==> config.mk <==
export PLATFORM = sky130hd
export DESIGN_NAME = button_hold_reset_classifier_top
export DESIGN_NICKNAME = d
export VERILOG_FILES = /design/src/sv/bhrc_pkg.sv /design/src/sv/bhrc_cfg.sv /design/src/sv/bhrc_core.sv /design/src/sv/button_hold_reset_classifier_top.sv
export SDC_FILE = /design/constraint.sdc
export NUM_CORES = 1
export LEC_CHECK = 0
export BUFFER_PORTS_ARGS = -buffer_cell sky130_fd_sc_hd__buf_2
export CORE_UTILIZATION = 40
export CTS_BUF_LIST = sky130_fd_sc_hd__clkbuf_8
export DETAILED_ROUTE_END_ITERATION = 6
export SYNTH_ARGS = -nofsm -noshare
export SYNTH_HDL_FRONTEND = slang
export SYNTH_HIERARCHICAL = 1
export SYNTH_SLANG_ARGS = --single-unit
==> constraint.sdc <==
create_clock -name i_clk -period 7.6 [get_ports i_clk]
set_clock_uncertainty 0.15 [all_clocks]
set_input_delay 0.38 -clock i_clk [delete_from_list [all_inputs] [get_ports i_clk]]
set_output_delay 0.38 -clock i_clk [all_outputs]
set_load 0.02 [all_outputs]
==> src/sv/bhrc_pkg.sv <==
// ----------------------------------------------------------------------------
// bhrc_pkg
// Shared types and constants for the reset button hold-time classifier.
// ----------------------------------------------------------------------------
package bhrc_pkg;

    localparam int COUNT_WIDTH_DEF = 24;
    localparam int HOLD_W          = 24;
    localparam int APB_ADDR_W      = 5;
    localparam int APB_DATA_W      = 32;
    localparam int REG_IDX_W       = 3;

    // register indexes, byte address = 4 * index
    localparam logic [REG_IDX_W-1:0] REG_DEBOUNCE = 3'd0;
    localparam logic [REG_IDX_W-1:0] REG_MIN_HOLD = 3'd1;
    localparam logic [REG_IDX_W-1:0] REG_MAX_HOLD = 3'd2;
    localparam logic [REG_IDX_W-1:0] REG_PWR_ONLY = 3'd3;
    localparam logic [REG_IDX_W-1:0] REG_INV_PIN  = 3'd4;

    localparam logic [HOLD_W-1:0] DEBOUNCE_RST = 24'd5;
    localparam logic [HOLD_W-1:0] MIN_HOLD_RST = 24'd5000;
    localparam logic [HOLD_W-1:0] MAX_HOLD_RST = 24'd10000;

    typedef enum logic [2:0] {
        PH_FIRST = 3'd0,
        PH_IDLE  = 3'd1,
        PH_SOFT  = 3'd2,
        PH_FACT  = 3'd3,
        PH_DONE  = 3'd4
    } t_phase;

    typedef enum logic [1:0] {
        REQ_NONE = 2'd0,
        REQ_SOFT = 2'd1,
        REQ_FACT = 2'd2
    } t_req;

    typedef struct packed {
        logic [HOLD_W-1:0] debounce_ticks;
        logic [HOLD_W-1:0] min_hold_ticks;
        logic [HOLD_W-1:0] max_hold_ticks;
        logic              power_on_only;
        logic              invert_pin;
    } t_cfg;

endpackage

==> src/sv/bhrc_cfg.sv <==
// ----------------------------------------------------------------------------
// bhrc_cfg
// APB register file holding the hold thresholds and pin options.
// ----------------------------------------------------------------------------
module bhrc_cfg (
    input  logic                              i_clk,
    input  logic                              i_rst_n,
    input  logic                              psel,
    input  logic                              penable,
    input  logic                              pwrite,
    input  logic [bhrc_pkg::APB_ADDR_W-1:0]   paddr,
    input  logic [bhrc_pkg::APB_DATA_W-1:0]   pwdata,
    output logic [bhrc_pkg::APB_DATA_W-1:0]   prdata,
    output logic                              pready,
    output bhrc_pkg::t_cfg                    o_cfg
);
    import bhrc_pkg::*;

    t_cfg                 r_cfg;
    logic                 wr_en;
    logic [REG_IDX_W-1:0] reg_idx;

    assign pready  = 1'b1;
    assign wr_en   = psel && penable && pwrite && pready;
    assign reg_idx = paddr[APB_ADDR_W-1:2];
    assign o_cfg   = r_cfg;

    always_ff @(posedge i_clk) begin
        if (!i_rst_n) begin
            r_cfg.debounce_ticks <= DEBOUNCE_RST;
            r_cfg.min_hold_ticks <= MIN_HOLD_RST;
            r_cfg.max_hold_ticks <= MAX_HOLD_RST;
            r_cfg.power_on_only  <= 1'b0;
            r_cfg.invert_pin     <= 1'b0;
        end else if (wr_en) begin
            case (reg_idx)
                REG_DEBOUNCE: r_cfg.debounce_ticks <= pwdata[HOLD_W-1:0];
                REG_MIN_HOLD: r_cfg.min_hold_ticks <= pwdata[HOLD_W-1:0];
                REG_MAX_HOLD: r_cfg.max_hold_ticks <= pwdata[HOLD_W-1:0];
                REG_PWR_ONLY: r_cfg.power_on_only  <= pwdata[0];
                REG_INV_PIN:  r_cfg.invert_pin     <= pwdata[0];
                default: ;
            endcase
        end
    end

    always_comb begin
        prdata = '0;
        case (reg_idx)
            REG_DEBOUNCE: prdata = APB_DATA_W'(r_cfg.debounce_ticks);
            REG_MIN_HOLD: prdata = APB_DATA_W'(r_cfg.min_hold_ticks);
            REG_MAX_HOLD: prdata = APB_DATA_W'(r_cfg.max_hold_ticks);
            REG_PWR_ONLY: prdata = APB_DATA_W'(r_cfg.power_on_only);
            REG_INV_PIN:  prdata = APB_DATA_W'(r_cfg.invert_pin);
            default:      prdata = '0;
        endcase
    end

endmodule

==> src/sv/bhrc_core.sv <==
// ----------------------------------------------------------------------------
// bhrc_core
// Hold-time state machine and saturating elapsed-tick counter.
// ----------------------------------------------------------------------------
module bhrc_core #(
    parameter int COUNT_WIDTH = bhrc_pkg::COUNT_WIDTH_DEF
) (
    input  logic             i_clk,
    input  logic             i_rst_n,
    input  logic             i_fire,
    input  logic             i_kind,
    input  logic             i_pin_level,
    input  bhrc_pkg::t_cfg   i_cfg,
    output bhrc_pkg::t_req   o_reset_request,
    output bhrc_pkg::t_phase o_phase
);
    import bhrc_pkg::*;

    localparam int CMP_W = (COUNT_WIDTH > HOLD_W) ? COUNT_WIDTH : HOLD_W;
    localparam logic [COUNT_WIDTH-1:0] CNT_MAX = {COUNT_WIDTH{1'b1}};

    t_phase                 r_phase, n_phase;
    logic [COUNT_WIDTH-1:0] r_elapsed, n_elapsed;
    logic [COUNT_WIDTH-1:0] cnt_inc;
    logic [CMP_W-1:0]       cnt_ext;
    logic                   is_event, pressed, release_ev;
    logic                   ge_debounce, ge_min, ge_max;
    t_req                   request;

    assign is_event   = i_kind;
    assign pressed    = i_pin_level ^ i_cfg.invert_pin;
    assign release_ev = is_event && !pressed;

    // tick counts only inside a window; the window cases pick this value
    assign cnt_inc = (!is_event && (r_elapsed != CNT_MAX)) ? r_elapsed + 1'b1 : r_elapsed;
    assign cnt_ext = CMP_W'(cnt_inc);

    assign ge_debounce = cnt_ext >= CMP_W'(i_cfg.debounce_ticks);
    assign ge_min      = cnt_ext >= CMP_W'(i_cfg.min_hold_ticks);
    assign ge_max      = cnt_ext >= CMP_W'(i_cfg.max_hold_ticks);

    // next state
    always_comb begin
        n_phase   = r_phase;
        n_elapsed = r_elapsed;
        case (r_phase)
            PH_FIRST: begin
                n_elapsed = '0;
                n_phase   = pressed ? PH_FACT : PH_IDLE;
            end
            PH_IDLE: begin
                if (is_event && pressed) begin
                    n_elapsed = '0;
                    n_phase   = PH_SOFT;
                end
            end
            PH_SOFT: begin
                n_elapsed = cnt_inc;
                if (ge_min) begin
                    n_phase = i_cfg.power_on_only ? PH_IDLE : PH_FACT;
                end else if (release_ev) begin
                    n_phase = ge_debounce ? PH_DONE : PH_IDLE;
                end
            end
            PH_FACT: begin
                n_elapsed = cnt_inc;
                if (ge_max) begin
                    n_phase = PH_IDLE;
                end else if (release_ev) begin
                    n_phase = ge_min ? PH_DONE : PH_IDLE;
                end
            end
            default: ;
        endcase
    end

    // outputs
    always_comb begin
        request = REQ_NONE;
        case (r_phase)
            PH_SOFT: begin
                if (!ge_min && release_ev && ge_debounce) begin
                    request = REQ_SOFT;
                end
            end
            PH_FACT: begin
                if (!ge_max && release_ev && ge_min) begin
                    request = REQ_FACT;
                end
            end
            default: request = REQ_NONE;
        endcase
    end

    assign o_reset_request = request;
    assign o_phase         = n_phase;

    always_ff @(posedge i_clk) begin
        if (!i_rst_n) begin
            r_phase   <= PH_FIRST;
            r_elapsed <= '0;
        end else if (i_fire) begin
            r_phase   <= n_phase;
            r_elapsed <= n_elapsed;
        end
    end

    a_req_ends_done: assert property (@(posedge i_clk) disable iff (!i_rst_n)
        (request != REQ_NONE) |-> (n_phase == PH_DONE))
        else $error("request issued without entering done");

    a_req_from_window: assert property (@(posedge i_clk) disable iff (!i_rst_n)
        (request != REQ_NONE) |-> (r_phase == PH_SOFT || r_phase == PH_FACT))
        else $error("request outside a hold window");

    a_done_sticks: assert property (@(posedge i_clk) disable iff (!i_rst_n)
        (r_phase == PH_DONE) |=> (r_phase == PH_DONE))
        else $error("left done phase");

    a_count_monotonic: assert property (@(posedge i_clk) disable iff (!i_rst_n)
        (i_fire && (r_phase == PH_SOFT || r_phase == PH_FACT))
        |=> (r_elapsed >= $past(r_elapsed)))
        else $error("elapsed counter went backward inside a window");

endmodule

==> src/sv/button_hold_reset_classifier_top.sv <==
// ----------------------------------------------------------------------------
// button_hold_reset_classifier_top
// Reset button hold-time classifier with an APB register port.
// ----------------------------------------------------------------------------
// An input beat reaches the result beat through two registers: the input register, then the result register.
// Throughput: one beat per cycle while i_out_stall stays low; the state machine step
//   is a single counter increment and three threshold compares between the two registers.
// Reset: synchronous, active low; phase returns to first sample, counter to zero,
//   registers to their defaults, both pipeline stages empty.
module button_hold_reset_classifier_top #(
    parameter int COUNT_WIDTH = bhrc_pkg::COUNT_WIDTH_DEF
) (
    input  logic                              i_clk,
    input  logic                              i_rst_n,
    input  logic                              i_in_valid,
    output logic                              o_in_stall,
    input  logic                              i_kind,
    input  logic                              i_pin_level,
    output logic                              o_out_valid,
    input  logic                              i_out_stall,
    output logic [1:0]                        o_reset_request,
    output logic [2:0]                        o_phase,
    input  logic                              psel,
    input  logic                              penable,
    input  logic                              pwrite,
    input  logic [bhrc_pkg::APB_ADDR_W-1:0]   paddr,
    input  logic [bhrc_pkg::APB_DATA_W-1:0]   pwdata,
    output logic [bhrc_pkg::APB_DATA_W-1:0]   prdata,
    output logic                              pready
);
    import bhrc_pkg::*;

    t_cfg   cfg;
    t_req   core_req;
    t_phase core_phase;

    logic   r_in_valid, r_kind, r_pin_level;
    logic   r_out_valid;
    t_req   r_req;
    t_phase r_phase_out;
    logic   out_ready, fire, in_accept;

    assign out_ready  = !r_out_valid || !i_out_stall;
    assign fire       = r_in_valid && out_ready;
    assign o_in_stall = r_in_valid && !out_ready;
    assign in_accept  = i_in_valid && !o_in_stall;

    bhrc_cfg u_cfg (
        .i_clk   (i_clk),
        .i_rst_n (i_rst_n),
        .psel    (psel),
        .penable (penable),
        .pwrite  (pwrite),
        .paddr   (paddr),
        .pwdata  (pwdata),
        .prdata  (prdata),
        .pready  (pready),
        .o_cfg   (cfg)
    );

    bhrc_core #(
        .COUNT_WIDTH (COUNT_WIDTH)
    ) u_core (
        .i_clk           (i_clk),
        .i_rst_n         (i_rst_n),
        .i_fire          (fire),
        .i_kind          (r_kind),
        .i_pin_level     (r_pin_level),
        .i_cfg           (cfg),
        .o_reset_request (core_req),
        .o_phase         (core_phase)
    );

    always_ff @(posedge i_clk) begin
        if (!i_rst_n) begin
            r_in_valid <= 1'b0;
        end else if (in_accept) begin
            r_in_valid <= 1'b1;
        end else if (fire) begin
            r_in_valid <= 1'b0;
        end
    end

    always_ff @(posedge i_clk) begin
        if (in_accept) begin
            r_kind      <= i_kind;
            r_pin_level <= i_pin_level;
        end
    end

    always_ff @(posedge i_clk) begin
        if (!i_rst_n) begin
            r_out_valid <= 1'b0;
        end else if (fire) begin
            r_out_valid <= 1'b1;
        end else if (!i_out_stall) begin
            r_out_valid <= 1'b0;
        end
    end

    always_ff @(posedge i_clk) begin
        if (fire) begin
            r_req       <= core_req;
            r_phase_out <= core_phase;
        end
    end

    assign o_out_valid     = r_out_valid;
    assign o_reset_request = r_req;
    assign o_phase         = r_phase_out;

endmodule

* After elaboration in Yosys (flattened, before gate mapping) *
Cells that the tools add are included.

word-level totals
  word-level logic and storage cells = 81
  register bits after elaboration = 110

cells by class
  equal/unequal tests = 10
  bitwise gates (word level) = 1
  $lt $le $gt $ge = 3
  multiplexer cells = 21
  add/subtract/negate cells = 1
  reductions and logical operators = 32

operators with widths
  kind                                                    number
  case mux 24 bit (5 select lines)                        1
  greater-or-equal comparator 24 bit                      3
  case mux 24 bit (3 select lines)                        1
  2-to-1 mux 24 bit                                       2
  adder 24 x 1 -> 24 bit (second input constant)          1
  inequality test 24 bit (second input constant)          1
  2-to-1 mux 3 bit                                        7
  == test 3 x 2 -> 1 bit (second input constant)          4
  logical AND 1 bit                                       12
  case mux 3 bit (4 select lines)                         1
  AND reduction 2 bit                                     5
  logical NOT 1 bit                                       8
  == test 3 x 1 -> 1 bit (second input constant)          2
  logical NOT 3 bit                                       2
  2-to-1 mux 2 bit                                        3
  2-to-1 mux 1 bit                                        5
  inequality test 2 x 1 -> 1 bit (second input constant)  2
  case mux 2 bit (2 select lines)                         1
  == test 3 bit (second input constant)                   1
  AND reduction 3 bit                                     1
  nonzero test 3 bit                                      1
  nonzero test 2 bit                                      1
  OR reduction 2 bit                                      1
  logical OR 1 bit                                        1
  XOR 1 bit                                               1

* Longest topological paths before layout *
  word-level depth = 9
  depth in mapped cells = 17
  gate-level depth less buffers = 16

* By module *
Netlist, hierarchy kept.

by module, submodules not included
  module                            area an instance (sq um)  cells each  times used
  bhrc_core                         3609.7                    493         1
  bhrc_cfg                          3514.6                    390         1
  button_hold_reset_classifier_top  294.0                     15          1

* Worst setup path after synthesis *
Ideal clock, no wire load.

  path type = reg-to-reg
  start point = register u_core.r_elapsed[16]
  end point = register r_phase_out[0] (netlist: o_phase[0]) (data pin)
  arrival = 3.295 ns
  stages on the path, launching flop included = 18
  path slack = 3.893 ns
  library setup time = 0.261 ns
  period minus slack after synthesis = 3.707 ns
  required time = 7.189 ns
  cells stage by stage = dfxtp_1 buf_2 and4_1 and4_4 a41oi_2 and2_1 buf_4 nand4_1 xnor2_1 ha_1 a21o_1 a21o_1 a221oi_1 o21ai_0 a31o_4 a221o_2 o21ai_1 a21oi_1

between the ends
  word-level cells in the longest chain between the ends = 8
  elaborated cells on any way between the ends = 14
  those cells by class = add/sub (1); order compare (3); eq/ne (1); mux (8); reduce/logical (1)

ends and longest elaborated chain
  item                                                                            RTL line                                 source
  from (decl)                                                                     bhrc_core.sv:23                          logic [COUNT_WIDTH-1:0] r_elapsed, n_elapsed;
  from (signal assigned)                                                          bhrc_core.sv:104                         r_elapsed <= n_elapsed;
  parallel branches: the longest is 2 deep, another holds adder 24 x 1 -> 24 bit  -
  2-to-1 mux 24 bit (*)                                                           bhrc_core.sv:35                          assign cnt_inc = (!is_event && (r_elapsed != CNT_MAX)) ? r_elapsed + 1'b1 : r_elapsed;
  greater-or-equal comparator 24 bit, on equally long branches                    bhrc_core.sv:39, bhrc_core.sv:38
  2-to-1 mux 3 bit, on equally long branches                                      bhrc_core.sv:70, bhrc_core.sv:62
  2-to-1 mux 3 bit, on equally long branches                                      bhrc_core.sv:69, bhrc_core.sv:61
  2-to-1 mux 3 bit, on equally long branches                                      bhrc_core.sv:67, bhrc_core.sv:59
  case mux 3 bit (4 select lines) (*)                                             bhrc_core.sv:46                          case (r_phase)
  net core_phase[0]                                                               button_hold_reset_classifier_top.sv:35   t_phase core_phase;
  to (signal assigned)                                                            button_hold_reset_classifier_top.sv:104  r_phase_out <= core_phase;
  to (decl)                                                                       button_hold_reset_classifier_top.sv:40   t_phase r_phase_out;

Mark *: on every way through the listed nets, which the timed path passes.
A chain may end at the register's enable or synchronous reset.

* Final worst setup path *
  start point = register u_core.r_elapsed[0]
  end point = register r_phase_out[2] (netlist: o_phase[2]) (data pin)

The elaborated chain is that of the path after synthesis.

==> metrics <==
syn avg cell area 8.26 um2; final cell count without fillers 1167; Cell Pwr Density 131 nW/um2; GR Util met2 33.5%; Relative slew margins 28.9%; Max clock buf depth 2; slowest stage delay, CP 0.57 ns; H-tree depth 3; total congestion overflow 0; crit end category flip-flop; Max Clock Freq 0.202 GHz; diode count 0; TritonCTS clock tree done; Row Count 49; sequence of cells on the critical path ha_1, nand3_1, nor2_1, a41oi_2, and2_1, nand4_1, xnor2_1, ha_1, nand4_1, nor4_1, nand3_1, a31oi_1, nor3_1, nand2_1, o21bai_1, or2_1; HP Class primary input to flip-flop; Routed WL 18600 um; first-pass GRT wire length 30400 um; TritonCTS Sinks 110; DR WL/cell 16.0 um; Clock transition at path regs 0.10 ns; via count of the first global-routing pass 5709; setup bufs post-CTS 0; Final WS setup 2.64 ns; Initial Util 41.0%; synthesized flop and latch total 110; violated checks DRC; Max Slew Vio Count 0; Synth Cell Area 7420 um2; maximum fanout along the worst path 14; register area share after synthesis 30.6%; kind of critical path flip-flop to flip-flop; synthesis-to-finish area growth 7.67%; DRC 6; RSZ-0062 raised after global routing no; DP Wirelength 13500 um; status finished, violations left; Total GRT Usage 20.0%; # fillers 1817; Worst-Margin Slew 1.06 ns; vias per cell 5.29; met3 GRT Util 3.29%; die area 19100 um2; Post-Synthesis Cells 898; Max VDD drop 0.0795 mV; number of port buffers 66; # nets final 1052; crit path time final 4.96 ns; WP data required 7.61 ns; 1st-pass router iterations 7; endpoints failing hold 0; Die X-Extent 138 um; worst skew pair latency 0.40 ns; Ports 86; number of buffers created by CTS 9; post-route ant nets 0; largest net degree at the start of global routing 92; initial antenna violation count 0; Crit-path slowest cell nor4_1; max_cap viols 0; DP Cell Count 1149; Post-synth EDFFs 7; Yosys warnings 6; CORE AREA 18100 um2; CP arrival 4.97 ns; Final Setup Violations 0; number of DRC markers in iteration 0 306; Vias 6177; Final Cycle Share 65.2%; root buf cell clkbuf_8; GR peak layer met2; DP Area 7790 um2; met1 usage 26.7%; type of origin of the critical path flip-flop; Post-synth ARST share 0%; GPL Wtd Cong 0.821; Leak Pwr 3.68 nW; die height 138 um; worst slack, placed 2.71 ns; setup_tns 0 ns; Netlist cell types 66; Final Cell Area 7990 um2; ys flop type dfxtp_1; layout cell share with drive strength beyond 1 11.1%
## final cells by class
class	count	area, um2	share of cell area [%]
multi-input cells	654	4550	57.0
flip-flops and latches	110	2270	28.4
repair buffers	72	383	4.79
inverters	86	323	4.04
well taps	229	287	3.59
clock buffers	9	124	1.55
clock inverters	7	48.8	0.611
## cells by family after synthesis
logic type | Yosys count | share of synthesized area (%)
AOI/OAI and AO/OA | 158 | 14.8
xor gates and xnor gates | 24 | 2.83
adders and majority gates | 73 | 12.3
buffers and inverters | 141 | 8.42
DFF | 110 | 30.6
muxes | 88 | 11.9
other | 2 | 0.101
and+or+nand+nor | 302 | 19.0
## timing repair
item / 4_1_cts / 5_1_grt
hold buffers: 2 / 0
hold endpoints to repair: 2 / 0
resized for setup: 0 / 0
## per-layer routing
| metal | vias up | wire length (um) |
|---|---|---|
| li1 | 3158 | - |
| met4 | 0 | 216 |
| met1 | 2898 | 9050 |
| met5 | - | 0 |
| met2 | 107 | 8700 |
| met3 | 14 | 649 |
## worst max-delay path, delay by kind of cell, from the launching register on
family                   cells  cell delay (ns)
flip-flops                   1             0.37
AND/OR/NAND/NOR             10             2.30
AO/OA/AOI/OAI                3             1.03
XOR/XNOR                     1             0.40
adder cells (fa/ha/maj)      2             0.46
## cell usage in the layout, fill, tap and decap left out, types with 3 or more instances in the layout
cell	netlist	routed
xor2_1	8	8
and3_1	8	8
buf_2	7	65
o21a_1	5	5
xnor2_1	16	16
o211ai_1	12	12
or3_1	3	3
nand3_1	26	26
and3_4	3	3
a2bb2oi_1	23	23
a21o_1	9	9
and2_1	7	7
a21oi_1	32	32
clkinv_2	0	3
nand2_1	147	147
nor3_1	9	9
nand2b_1	4	4
nor2_1	54	54
inv_1	86	86
dfxtp_1	103	103
mux2i_1	87	87
conb_1	2	9
edfxtp_1	7	7
ha_1	73	73
nand4_1	17	17
o21ai_0	22	22
a31oi_1	11	11
o21ai_1	13	13
clkbuf_8	0	9
nor2b_1	10	9
o31ai_1	6	6
a211oi_1	4	4
buf_4	15	5
## Yosys cell counts (2+ instances only)
cell type / count / area, um2
and4_1: 2 / 17.5
a21oi_1: 32 / 160
nand4_1: 17 / 106
o311ai_1: 2 / 17.5
o31ai_1: 6 / 45.0
mux2i_1: 87 / 871
buf_2: 7 / 35.0
a2bb2oi_1: 23 / 201
clkbuf_1: 27 / 101
nand2b_1: 4 / 25.0
nor3_1: 9 / 45.0
nand3_1: 26 / 130
and3_1: 8 / 50.1
o21ai_0: 22 / 110
buf_4: 15 / 113
nand2_1: 147 / 552
nor2_1: 54 / 203
dfxtp_1: 103 / 2060
edfxtp_1: 7 / 210
xor2_1: 8 / 70.1
and3_4: 3 / 33.8
conb_1: 2 / 7.51
or3_1: 3 / 18.8
buf_6: 4 / 45.0
o211ai_1: 12 / 90.1
o21ai_1: 13 / 65.1
o21a_1: 5 / 37.5
a211oi_1: 4 / 30.0
nor4_1: 2 / 12.5
xnor2_1: 16 / 140
and2_1: 7 / 43.8
nor2b_1: 10 / 62.6
a221oi_1: 2 / 17.5
buf_1: 2 / 7.51
a31oi_1: 11 / 68.8
inv_1: 86 / 323
ha_1: 73 / 913
a21o_1: 9 / 67.6
## sequential cells by signal, indices dropped and copies added, names as in the netlist
name              cells
u_core/r_elapsed     24
u_cfg/o_cfg          74
r_pin_level           1
r_in_valid            1
o_reset_request       2
r_kind                1
u_core/r_phase        3
o_out_valid           1
o_phase               3
## worst paths after layout
path,from,end,slack [ns],cells after the start
max,u_core/r_elapsed[0],o_phase[2],2.64,16
min reg2reg,u_cfg/o_cfg[27],u_cfg/o_cfg[27],0.33,2
min,i_in_valid,r_in_valid,0.05,2
max reg2reg,u_core/r_elapsed[0],o_phase[2],2.64,16
## where the power goes
part	switching (mW)	total [mW]	internal [mW]
clock	0.220	0.340	0.120
sequential	0.00620	0.595	0.589
combinational	0.0721	0.111	0.0391
## stage by stage
step	hold WS (ns)	utilization (%)	total power, mW
3_3_place_gp	0.309	43.1	0.718
2_1_floorplan	0.296	-	0.688
5_1_grt	0.0353	44.2	1.09
3_5_place_dp	0.312	43.1	0.719
6_report	0.0499	44.2	1.05
4_1_cts	0.0309	44.2	1.06
Power figures use the tool's default switching activity.
